<file path="src/rtl/core/lwbc_pkg.sv">
`timescale 1ns / 1ps
// ============================================================================
// lwbc_pkg
// Shared types and constants of the bucket cache controller: opcodes,
// register indexes, growth arithmetic constants and the sequencer states.
// ============================================================================
package lwbc_pkg;

    localparam int unsigned RATE_W     = 12;
    localparam int unsigned FRAC_BITS  = 8;
    localparam int unsigned BUCKET_INC = 2;

    localparam logic [RATE_W-1:0] RATE_RESET       = 12'd512;
    localparam int unsigned       INIT_COUNT_RESET = 1024;

    localparam logic [1:0] OP_READ          = 2'd0;
    localparam logic [1:0] OP_FULL_WRITE    = 2'd1;
    localparam logic [1:0] OP_PARTIAL_WRITE = 2'd2;
    localparam logic [1:0] OP_INVALID       = 2'd3;

    localparam logic REG_GROWTH_RATE = 1'b0;
    localparam logic REG_INIT_COUNT  = 1'b1;

    typedef enum logic [1:0] {
        ST_IDLE,
        ST_MUL,
        ST_SCAN,
        ST_COMMIT
    } lwbc_state_t;

endpackage

</file>
<file path="src/rtl/core/lwbc_ram.sv">
`timescale 1ns / 1ps
// ============================================================================
// lwbc_ram
// Generic single-write, single-read RAM with a registered read port.
// ============================================================================
module lwbc_ram #(
    parameter int WIDTH = 8,
    parameter int DEPTH = 8
) (
    input  logic                     clk,
    input  logic                     we,
    input  logic [$clog2(DEPTH)-1:0] waddr,
    input  logic [WIDTH-1:0]         wdata,
    input  logic [$clog2(DEPTH)-1:0] raddr,
    output logic [WIDTH-1:0]         rdata
);

    logic [WIDTH-1:0] mem [DEPTH];
    logic [WIDTH-1:0] rdata_reg;

    always_ff @(posedge clk)
    begin
        if (we)
        begin
            mem[waddr] <= wdata;
        end
        rdata_reg <= mem[raddr];
    end

    assign rdata = rdata_reg;

endmodule

</file>
<file path="src/rtl/core/lru_writeback_bucket_cache.sv">
`timescale 1ns / 1ps
// ============================================================================
// lru_writeback_bucket_cache
// Tag and LRU policy controller for a small fully associative write-back
// cache of buckets, with bucket count growth.
//
//   Channel  | Handshake            | Payload
//   ---------+----------------------+-------------------------------------
//   request  | in_valid / in_stall  | opcode, bucket
//   response | out_valid / out_stall| status, hit, slot, need_fetch,
//            |                      | need_writeback, victim_bucket, grew,
//            |                      | new_bucket_count
//   config   | cfg_we               | cfg_index, cfg_wdata
//
// After its request transfer, a request passes through the growth product
// (ST_MUL), a scan of every slot through the single tag/stamp compare unit
// reading the slot RAM (ST_SCAN), and the commit (ST_COMMIT) that loads the
// response register. The next request is taken in ST_IDLE after the commit.
// An invalid opcode goes from its transfer straight to the commit.
// The response sits in an output register; a new request is taken while it
// waits, and the commit holds only if the previous response is still stalled.
// Reset clears all slots at once through the valid bits; no clearing pass.
// ============================================================================
module lru_writeback_bucket_cache
    import lwbc_pkg::*;
#(
    parameter int SLOTS       = 8,
    parameter int BUCKET_BITS = 24,
    parameter int STAMP_BITS  = 32
) (
    input  logic                                  clk,
    input  logic                                  rst_n,
    input  logic                                  cfg_we,
    input  logic                                  cfg_index,
    input  logic [((BUCKET_BITS+1 > RATE_W) ? BUCKET_BITS+1 : RATE_W)-1:0] cfg_wdata,
    input  logic                                  in_valid,
    output logic                                  in_stall,
    input  logic [1:0]                            opcode,
    input  logic [BUCKET_BITS-1:0]                bucket,
    output logic                                  out_valid,
    input  logic                                  out_stall,
    output logic                                  status,
    output logic                                  hit,
    output logic [$clog2(SLOTS)-1:0]              slot,
    output logic                                  need_fetch,
    output logic                                  need_writeback,
    output logic [BUCKET_BITS-1:0]                victim_bucket,
    output logic                                  grew,
    output logic [BUCKET_BITS:0]                  new_bucket_count
);

    localparam int SLOT_W  = $clog2(SLOTS);
    localparam int COUNT_W = BUCKET_BITS + 1;
    localparam int PROD_W  = RATE_W + COUNT_W;
    localparam int CAND_W  = PROD_W - FRAC_BITS;
    localparam int ENTRY_W = BUCKET_BITS + 1 + STAMP_BITS;

    localparam logic [COUNT_W-1:0]    COUNT_MAX = {COUNT_W{1'b1}};
    localparam logic [STAMP_BITS-1:0] STAMP_MAX = {STAMP_BITS{1'b1}};
    localparam logic [SLOT_W-1:0]     LAST_IDX  = SLOT_W'(SLOTS - 1);

    lwbc_state_t state_reg, state_next;

    logic [RATE_W-1:0]      rate_reg;
    logic [COUNT_W-1:0]     count_reg;
    logic [STAMP_BITS-1:0]  use_cnt_reg;
    logic [SLOTS-1:0]       valid_reg;

    logic [1:0]             op_reg;
    logic [BUCKET_BITS-1:0] bkt_reg;
    logic [PROD_W-1:0]      prod_reg;
    logic [SLOT_W-1:0]      idx_reg;

    logic                   found_reg;
    logic [SLOT_W-1:0]      hit_idx_reg;
    logic                   hit_dirty_reg;
    logic [STAMP_BITS-1:0]  min_stamp_reg;
    logic [SLOT_W-1:0]      min_idx_reg;
    logic                   min_valid_reg;
    logic                   min_dirty_reg;
    logic [BUCKET_BITS-1:0] min_tag_reg;

    logic                   out_valid_reg;
    logic                   status_reg;
    logic                   hit_reg;
    logic [SLOT_W-1:0]      slot_reg;
    logic                   fetch_reg;
    logic                   wb_reg;
    logic [BUCKET_BITS-1:0] victim_reg;
    logic                   grew_reg;
    logic [COUNT_W-1:0]     new_count_reg;

    logic                   accept;
    logic                   out_free;
    logic                   commit_go;
    logic                   scan_active;
    logic [SLOT_W-1:0]      ram_raddr;
    logic [ENTRY_W-1:0]     ram_rdata;
    logic [ENTRY_W-1:0]     ram_wdata;

    logic [BUCKET_BITS-1:0] rd_tag;
    logic                   rd_dirty;
    logic [STAMP_BITS-1:0]  rd_stamp;
    logic                   rd_valid;
    logic [STAMP_BITS-1:0]  eff_stamp;
    logic                   rd_match;

    logic                   is_write;
    logic [SLOT_W-1:0]      sel;
    logic                   sel_dirty;
    logic [COUNT_W-1:0]     bkt_plus;
    logic [PROD_W-1:0]      lhs;
    logic [CAND_W-1:0]      cand;
    logic [COUNT_W-1:0]     cand_sat;
    logic                   do_grow;

    assign accept   = in_valid && !in_stall;
    assign out_free = !out_valid_reg || !out_stall;

    // ------------------------------------------------------------------------
    // Sequencer
    // ------------------------------------------------------------------------
    always_comb
    begin
        state_next = state_reg;
        unique case (state_reg)
            ST_IDLE:
            begin
                if (in_valid)
                begin
                    state_next = (opcode == OP_INVALID) ? ST_COMMIT : ST_MUL;
                end
            end
            ST_MUL:
            begin
                state_next = ST_SCAN;
            end
            ST_SCAN:
            begin
                if (idx_reg == LAST_IDX)
                begin
                    state_next = ST_COMMIT;
                end
            end
            ST_COMMIT:
            begin
                if (out_free)
                begin
                    state_next = ST_IDLE;
                end
            end
            default:
            begin
                state_next = ST_IDLE;
            end
        endcase
    end

    always_comb
    begin
        in_stall    = 1'b1;
        scan_active = 1'b0;
        commit_go   = 1'b0;
        ram_raddr   = '0;
        unique case (state_reg)
            ST_IDLE:
            begin
                in_stall = 1'b0;
            end
            ST_MUL:
            begin
                ram_raddr = '0;
            end
            ST_SCAN:
            begin
                scan_active = 1'b1;
                ram_raddr   = idx_reg + SLOT_W'(1);
            end
            ST_COMMIT:
            begin
                commit_go = out_free;
            end
            default:
            begin
                in_stall = 1'b1;
            end
        endcase
    end

    // ------------------------------------------------------------------------
    // Slot RAM: tag, dirty, stamp
    // ------------------------------------------------------------------------
    assign is_write  = (op_reg != OP_READ);
    assign sel       = found_reg ? hit_idx_reg : min_idx_reg;
    assign sel_dirty = is_write || (found_reg && hit_dirty_reg);
    assign ram_wdata = {bkt_reg, sel_dirty, use_cnt_reg};

    lwbc_ram #(
        .WIDTH (ENTRY_W),
        .DEPTH (SLOTS)
    ) u_slot_ram (
        .clk   (clk),
        .we    (commit_go && (op_reg != OP_INVALID)),
        .waddr (sel),
        .wdata (ram_wdata),
        .raddr (ram_raddr),
        .rdata (ram_rdata)
    );

    // ------------------------------------------------------------------------
    // Shared compare unit: one slot per cycle
    // ------------------------------------------------------------------------
    assign rd_tag    = ram_rdata[ENTRY_W-1 -: BUCKET_BITS];
    assign rd_dirty  = ram_rdata[STAMP_BITS];
    assign rd_stamp  = ram_rdata[STAMP_BITS-1:0];
    assign rd_valid  = valid_reg[idx_reg];
    assign eff_stamp = rd_valid ? rd_stamp : '0;
    assign rd_match  = rd_valid && (rd_tag == bkt_reg);

    // ------------------------------------------------------------------------
    // Growth and commit arithmetic
    // ------------------------------------------------------------------------
    assign bkt_plus = {1'b0, bkt_reg} + COUNT_W'(BUCKET_INC);
    assign lhs      = (op_reg == OP_READ)
                    ? {{(PROD_W-COUNT_W-FRAC_BITS){1'b0}}, 1'b0, bkt_reg, {FRAC_BITS{1'b0}}}
                    : {{(PROD_W-COUNT_W-FRAC_BITS){1'b0}}, bkt_plus, {FRAC_BITS{1'b0}}};
    assign cand     = (lhs > prod_reg) ? CAND_W'(bkt_plus) : prod_reg[PROD_W-1:FRAC_BITS];
    assign cand_sat = (cand > CAND_W'(COUNT_MAX)) ? COUNT_MAX : cand[COUNT_W-1:0];
    assign do_grow  = ({1'b0, bkt_reg} >= count_reg) && (cand_sat > count_reg);

    // ------------------------------------------------------------------------
    // Control registers
    // ------------------------------------------------------------------------
    always_ff @(posedge clk or negedge rst_n)
    begin
        if (!rst_n)
        begin
            state_reg     <= ST_IDLE;
            rate_reg      <= RATE_RESET;
            count_reg     <= COUNT_W'(INIT_COUNT_RESET);
            use_cnt_reg   <= '0;
            valid_reg     <= '0;
            idx_reg       <= '0;
            found_reg     <= 1'b0;
            out_valid_reg <= 1'b0;
        end
        else
        begin
            state_reg <= state_next;

            if (cfg_we)
            begin
                unique case (cfg_index)
                    REG_GROWTH_RATE: rate_reg  <= cfg_wdata[RATE_W-1:0];
                    REG_INIT_COUNT:  count_reg <= cfg_wdata[COUNT_W-1:0];
                    default:         rate_reg  <= rate_reg;
                endcase
            end

            // advance the use counter, saturating
            if (accept && (opcode != OP_INVALID) && (use_cnt_reg != STAMP_MAX))
            begin
                use_cnt_reg <= use_cnt_reg + STAMP_BITS'(1);
            end

            if (state_reg == ST_MUL)
            begin
                idx_reg   <= '0;
                found_reg <= 1'b0;
            end
            else if (scan_active)
            begin
                idx_reg <= idx_reg + SLOT_W'(1);
                if (rd_match)
                begin
                    found_reg <= 1'b1;
                end
            end

            if (commit_go && (op_reg != OP_INVALID))
            begin
                valid_reg[sel] <= 1'b1;
                if (do_grow)
                begin
                    count_reg <= cand_sat;
                end
            end

            if (commit_go)
            begin
                out_valid_reg <= 1'b1;
            end
            else if (!out_stall)
            begin
                out_valid_reg <= 1'b0;
            end
        end
    end

    // ------------------------------------------------------------------------
    // Payload registers
    // ------------------------------------------------------------------------
    always_ff @(posedge clk)
    begin
        if (accept)
        begin
            op_reg  <= opcode;
            bkt_reg <= bucket;
        end

        if (state_reg == ST_MUL)
        begin
            prod_reg <= PROD_W'(rate_reg) * PROD_W'(count_reg);
        end

        if (scan_active)
        begin
            if (rd_match && !found_reg)
            begin
                hit_idx_reg   <= idx_reg;
                hit_dirty_reg <= rd_dirty;
            end
            // keep the lowest index on equal stamps
            if ((idx_reg == '0) || (eff_stamp < min_stamp_reg))
            begin
                min_stamp_reg <= eff_stamp;
                min_idx_reg   <= idx_reg;
                min_valid_reg <= rd_valid;
                min_dirty_reg <= rd_dirty;
                min_tag_reg   <= rd_tag;
            end
        end

        if (commit_go)
        begin
            if (op_reg == OP_INVALID)
            begin
                status_reg    <= 1'b1;
                hit_reg       <= 1'b0;
                slot_reg      <= '0;
                fetch_reg     <= 1'b0;
                wb_reg        <= 1'b0;
                victim_reg    <= '0;
                grew_reg      <= 1'b0;
                new_count_reg <= count_reg;
            end
            else
            begin
                status_reg    <= 1'b0;
                hit_reg       <= found_reg;
                slot_reg      <= sel;
                fetch_reg     <= !found_reg && (op_reg != OP_FULL_WRITE);
                wb_reg        <= !found_reg && min_valid_reg && min_dirty_reg;
                victim_reg    <= (!found_reg && min_valid_reg) ? min_tag_reg : '0;
                grew_reg      <= do_grow;
                new_count_reg <= do_grow ? cand_sat : count_reg;
            end
        end
    end

    assign out_valid        = out_valid_reg;
    assign status           = status_reg;
    assign hit              = hit_reg;
    assign slot             = slot_reg;
    assign need_fetch       = fetch_reg;
    assign need_writeback   = wb_reg;
    assign victim_bucket    = victim_reg;
    assign grew             = grew_reg;
    assign new_bucket_count = new_count_reg;

endmodule
</file>
<file path="config.mk">
export PLATFORM = sky130hd
export DESIGN_NAME = lru_writeback_bucket_cache
export DESIGN_NICKNAME = d
export VERILOG_FILES = /design/src/rtl/core/lwbc_pkg.sv /design/src/rtl/core/lwbc_ram.sv /design/src/rtl/core/lru_writeback_bucket_cache.sv
export SDC_FILE = /design/constraint.sdc
export NUM_CORES = 2
export LEC_CHECK = 0
export BUFFER_PORTS_ARGS = -buffer_cell sky130_fd_sc_hd__buf_2
export CAP_MARGIN = 20
export CELL_PAD_IN_SITES_DETAIL_PLACEMENT = 0
export CELL_PAD_IN_SITES_GLOBAL_PLACEMENT = 2
export CORE_ASPECT_RATIO = 0.5
export CORE_MARGIN = 4
export CORE_UTILIZATION = 50
export CTS_CLUSTER_SIZE = 10
export DETAILED_ROUTE_END_ITERATION = 12
export GPL_ROUTABILITY_DRIVEN = 1
export HOLD_SLACK_MARGIN = 0.12
export PLACE_DENSITY = 0.9
export SYNTH_ARGS = -nofsm -noshare
export SYNTH_HDL_FRONTEND = slang
export SYNTH_SLANG_ARGS = --single-unit
</file>
<file path="constraint.sdc">
create_clock -name clk -period 15.44 [get_ports clk]
set_input_delay 3.86 -clock clk [delete_from_list [all_inputs] [get_ports clk]]
set_output_delay 3.86 -clock clk [all_outputs]
set_load 0.01 [all_outputs]
</file>
Word-level counts from Yosys, hierarchy flattened
Memories as Yosys holds them, arrays and structs flattened. A register that Yosys moved wholly into a read port is not among the register bits.
Cells that the tools add are included.

word-level totals
  bits of input ports = 57
  bits in registers = 269
  RAM bits = 456
  memories kept = 1
  word-level logic and storage cells = 121

operators by class
  reduce and logical (&&, ||, !) cells = 30
  multipliers = 1
  equality and inequality tests = 15
  add/subtract/negate cells = 3
  magnitude comparators = 8
  muxes and demuxes = 34
  bitwise operators = 3

memory list
  memory          depth  width  read ports  clocked after memory_dff  write ports  RTL line        text
  u_slot_ram.mem  8      57     1           1                         1            lwbc_ram.sv:18  logic [WIDTH-1:0] mem [DEPTH];

operators by type and width
  cell                     number
  $mux W25                 7
  $gt A33 B37 Y1           1
  $mul A12 B25 Y37         1
  $mux W33                 1
  $add A32 B1 Y32 const B  1
  $lt A32 B32 Y1           1
  $mux W32                 1
  $ne A32 B32 Y1 const B   1
  $gt A29 B25 Y1 const B   1
  $mux W29                 1
  $add A24 B2 Y25 const B  1
  $ge A24 B25 Y1           1
  $gt A25 B25 Y1           1
  $eq A24 B24 Y1           1
  $mux W1                  13
  $logic_and A1 B1 Y1      12
  $mux W3                  4
  $ne A2 B2 Y1 const B     5
  $eq A2 B2 Y1 const B     4
  $lt A3 B4 Y1 const B     2
  $mux W2                  4
  $or A8 B8 Y8             1
  $pmux W2 S4              1
  $reduce_and A2 Y1        4
  other kinds (15)         24

Depth between registers and ports, before layout
  word-level depth = 10
  depth in mapped cells = 25
  gate-level depth less buffers = 23

Modules after synthesis
Synthesis repeated with hierarchy kept, for this count alone.

second synthesis, totals
  cells, all modules = 2955
  area, all modules = 41668.7 sq um

modules (own cells, without submodules)
  module                      sequential area each (sq um)  cells an instance  times used  area an instance (sq um)
  lru_writeback_bucket_cache  7659.8                        2226               1           23379.9
  lwbc_ram                    14834.2                       729                1           18288.8

Least setup slack after synthesis
No wires, ideal clock.

  kind = input -> register
  start point = in out_stall
  end point = mem u_slot_ram.mem[0][0] (netlist bit), enable pin
  stages = 3
  library setup time = 0.473 ns
  arrival = 9.868 ns
  path slack = 5.099 ns
  path buffers = 0
  cell sequence = a21boi_1 nand3_1 nor2_1

between the ends
  word-level cells in the longest chain between the ends = 6

ends and longest elaborated chain
  element                        RTL line                           text
  from (decl)                    lru_writeback_bucket_cache.sv:41   input logic out_stall,
  $logic_not A1 Y1               --
  $logic_or A1 B1 Y1             lru_writeback_bucket_cache.sv:118  assign out_free = !out_valid_reg || !out_stall;
  $mux W1                        lru_writeback_bucket_cache.sv:165  unique case (state_reg)
  $logic_and A1 B1 Y1            lru_writeback_bucket_cache.sv:203  .we (commit_go && (op_reg != OP_INVALID)),
  $mux W1                        lwbc_ram.sv:23                     if (we)
  $mux W1 (not written as such)  lwbc_ram.sv:25                     mem[waddr] <= wdata;
  to (decl)                      lwbc_ram.sv:18

Every way passes these cells.

Final worst setup path
  start point = reg bkt_reg[1]
  end point = reg count_reg[22]

between the ends
  word-level cells in the longest chain between the ends = 10

ends and longest elaborated chain
  element                 RTL line                           text
  from (decl)             lru_writeback_bucket_cache.sv:70   logic [BUCKET_BITS-1:0] bkt_reg;
  from (signal assigned)  lru_writeback_bucket_cache.sv:308  bkt_reg <= bucket;
  $add A24 B2 Y25         lru_writeback_bucket_cache.sv:223  assign bkt_plus = {1'b0, bkt_reg} + COUNT_W'(BUCKET_INC);
  $mux W33                lru_writeback_bucket_cache.sv:225  ? {{(PROD_W-COUNT_W-FRAC_BITS){1'b0}}, 1'b0, bkt_reg, {FRAC_BITS{1'b0}}}
  $gt A33 B37 Y1          lru_writeback_bucket_cache.sv:227  assign cand = (lhs > prod_reg) ? CAND_W'(bkt_plus) : prod_reg[PROD_W-1:FRAC_BITS];
  $mux W29                lru_writeback_bucket_cache.sv:227
  $gt A29 B25 Y1          lru_writeback_bucket_cache.sv:228  assign cand_sat = (cand > CAND_W'(COUNT_MAX)) ? COUNT_MAX : cand[COUNT_W-1:0];
  $mux W25                lru_writeback_bucket_cache.sv:228
  $gt A25 B25 Y1          lru_writeback_bucket_cache.sv:229  assign do_grow = ({1'b0, bkt_reg} >= count_reg) && (cand_sat > count_reg);
  $logic_and A1 B1 Y1     lru_writeback_bucket_cache.sv:229
  $mux W25 (*)            lru_writeback_bucket_cache.sv:283  if (do_grow)
  $mux W25 (*)            lru_writeback_bucket_cache.sv:280  if (commit_go && (op_reg != OP_INVALID))
  to (signal assigned)    lru_writeback_bucket_cache.sv:240  count_reg <= COUNT_W'(INIT_COUNT_RESET);
  to (signal assigned)    lru_writeback_bucket_cache.sv:255  REG_INIT_COUNT: count_reg <= cfg_wdata[COUNT_W-1:0];
  to (signal assigned)    lru_writeback_bucket_cache.sv:285  count_reg <= cand_sat;
  to (decl)               lru_writeback_bucket_cache.sv:65   logic [COUNT_W-1:0] count_reg;

Every way passes the cells marked *; elsewhere a longest branch is shown, timed or not.
A chain may end at the register's enable or synchronous reset.

==> flow_metrics.env <==
export IMPL_finalSetupViolCount=0
export IMPL_htree_num_levels=3
export IMPL_nets=3540
export IMPL_ant_nets=0
export IMPL_firstDrtPassIters=5
export IMPL_n_fill_cell=6537
export IMPL_fmax_mhz=126
export IMPL_synth_top_cell_area_share_pct=46.3
export IMPL_reg2reg_depth=22
export IMPL_gr_total_overflow=0
export IMPL_diodes=0
export IMPL_hold_start="u_slot_ram.rdata[34]"
export IMPL_hold_viol=0
export IMPL_via_per_inst=5.63
export IMPL_start_kind="flip-flop"
export IMPL_clockBufferDepth=3
export IMPL_async_flop_share_pct=10.7
export IMPL_yosys_warnings=0
export IMPL_cts_root_buf="clkbuf_16"
export IMPL_place_ws_ns=7.61
export IMPL_ys_seq_area_share_pct=54.1
export IMPL_cts_hold_buf=0
export IMPL_drive_above_1_share_pct=17.4
export IMPL_cts_tree="done"
export IMPL_ys_flop_type="edfxtp_1"
export IMPL_hold_path_end="min_tag_reg[1]"
export IMPL_die_area_mm2=0.0881
export IMPL_gp_congestion=0.875
export IMPL_fin_tns_setup_ns=0
export IMPL_critical_path_class="flip-flop to flip-flop"
export IMPL_synth_cells=2956
export IMPL_synth_area_leaders="edfxtp_1 46%, fa_1 11%, mux4_2 6.3%, ha_1 5.7%, dfrtp_1 4.9%"
export IMPL_synth_edf_count=641
export IMPL_synth_cell_types=82
export IMPL_wire_per_inst_um=22.7
export IMPL_r2r_setup_slack_ns=7.51
export IMPL_core_area_mm2=0.0820
export IMPL_wirelength_um=96300
export IMPL_yosys_area_top_type="edfxtp_1"
export IMPL_grt_pass1_vias=25200
export IMPL_post_cts_buffers=0
export IMPL_largest_reg_flops=456
export IMPL_area_growth_pct=10.8
export IMPL_drt_iter0_markers=1808
export IMPL_multiInputGateArea_mm2=0.0175
export IMPL_reg2reg_to="count_reg[22]"
export IMPL_tightestPinTransition_ns=1.08
export IMPL_clk_latency_ns=0.65
export IMPL_hold_path_class="flip-flop to flip-flop"
export IMPL_clkTransAtPathRegs_ns=0.05
export IMPL_cp_arrival_ns=8.42
export IMPL_rows=74
export IMPL_clkSinkCount=782
export IMPL_numPortBuffers=115
export IMPL_worstSetupEndpointType="flip-flop"
export IMPL_netlist_area_mm2=0.0416
export IMPL_crit_fanout=22
export IMPL_numCtsBuffers=88
export IMPL_initial_utilization_pct=50.7
export IMPL_maxSlewViolCount=0
export IMPL_track_usage_pct=22.3
export IMPL_setup_slack_ns=7.51
export IMPL_maxCapViolCount=0
export IMPL_slew_headroom_pct=27.7
export IMPL_drc=0
export IMPL_die_w_um=416
export IMPL_syn_avg_cell_area_um2=14.1
export IMPL_r2r_start="bkt_reg[1]"
export IMPL_cts_resized=0
export IMPL_seq_area_mm2=0.0225
export IMPL_fin_crit_sh_pct=51.3
export IMPL_grt_max_degree=59
export IMPL_period_needed_ns=7.93
export IMPL_rsz0062_at_grt="no"
export IMPL_io_pins=116
export IMPL_syn_nets=3433
export IMPL_hold_depth=0
export IMPL_finClkSkew_ns=0.0403
export IMPL_required_ns=15.94
export IMPL_ys_seq_elements=782
export IMPL_dp_hpwl_um=63900
export IMPL_vias=23800
export IMPL_die_y_um=212
export IMPL_grt_pass1_wl_um=150000
export IMPL_antenna_found_initial=0
export IMPL_status="finished, final reports clean"
logic make-up (layout without fill, tap and decap cells):
family | after synthesis | count (layout) | synth area share [%]
buffers and inverters | 442 | 617 | 4.06
flip-flops | 782 | 782 | 54.1
AO/OA/AOI/OAI | 249 | 249 | 4.08
multiplexers | 262 | 262 | 10.2
adder cells (fa/ha/maj) | 420 | 420 | 16.8
AND/OR/NAND/NOR | 676 | 676 | 8.13
XOR/XNOR | 125 | 125 | 2.63
per-stage QoR:
stage / std cells / hold slack [ns] / instance area (um2) / util [%]
after floorplan: 2956 / 0.404 / 41600 / -
after global routing: 4233 / 0.470 / 46100 / 56.2
after CTS: 4233 / 0.456 / 46100 / 56.2
after global placement: 4073 / 0.446 / 43400 / 52.9
final: 4233 / 0.455 / 46100 / 56.2
after detailed placement: 4075 / 0.443 / 43400 / 53.0
routing by layer:
layer | up-vias | track usage (%) | share of wire [%]
li1 | 10700 | - | -
met1 | 12300 | 29.5 | 42
met2 | 659 | 39.0 | 50
met3 | 148 | 3.41 | 5.1
met4 | 0 | 6.03 | 2.5
met5 | - | 0 | 0
cell type report:
cell class | instances | share of cell area, %
Sequential cell | 782 | 48.8
Multi-Input combinational cell | 1732 | 38.0
Clock buffer | 150 | 5.33
Tap cell | 1102 | 2.99
Inverter | 308 | 2.51
Timing Repair Buffer | 151 | 1.93
Clock inverter | 8 | 0.364
worst max path at each step:
| stage | startpoint | to | slack, ns |
|---|---|---|---|
| 2_1_floorplan | out_stall | u_slot_ram.mem[0][0] | 5.10 |
| 3_3_place_gp | bkt_reg[1] | new_bucket_count[23] | 7.57 |
| 3_5_place_dp | bkt_reg[1] | new_bucket_count[5] | 7.61 |
| 4_1_cts | bkt_reg[1] | count_reg[22] | 7.56 |
| 5_1_grt | bkt_reg[1] | count_reg[22] | 7.02 |
| 6_report | bkt_reg[1] | count_reg[22] | 7.51 |
cell usage in the layout, fill, tap and decap left out, drive strengths merged, types with 45 or more instances in the layout:
master	instances
a21oi	56
and2	119
buf	151
clkbuf	150
dfrtp	82
dfxtp	57
edfxtp	641
fa	230
ha	190
inv	310
mux2	136
mux4	116
nand2	290
nor2	56
o21ai	45
xnor2	75
xor2	50
cell usage after synthesis, drive strengths merged (50+ instances only):
cell type / number
a21oi: 56
and2: 119
clkbuf: 116
dfrtp: 82
nand2: 290
ha: 190
mux2: 136
inv: 308
edfxtp: 641
nor2: 56
xnor2: 75
fa: 230
mux4: 116
xor2: 50
dfxtp: 57
critical path, cell delays in order, from the launching register on:
cell	delay [ns]
edfxtp_1	0.66
ha_1	0.29
nand3_1	0.19
or3b_1	0.53
nor4_1	0.56
nor4bb_1	0.42
xor2_1	0.13
ha_1	0.33
nand4_1	0.21
nor4_4	0.40
nand2_2	0.10
o22ai_2	0.27
o41a_2	0.49
o22a_1	0.26
ha_1	0.26
a21o_1	0.18
a221o_1	0.31
a221oi_1	0.50
o21ai_0	0.22
o21a_1	0.23
nand3_1	0.48
buf_4	0.38
mux2_2	0.37
Power is left out: the tool's default activity adds up to more than one toggle a clock period on the data nets, which glitch-free logic cannot reach.
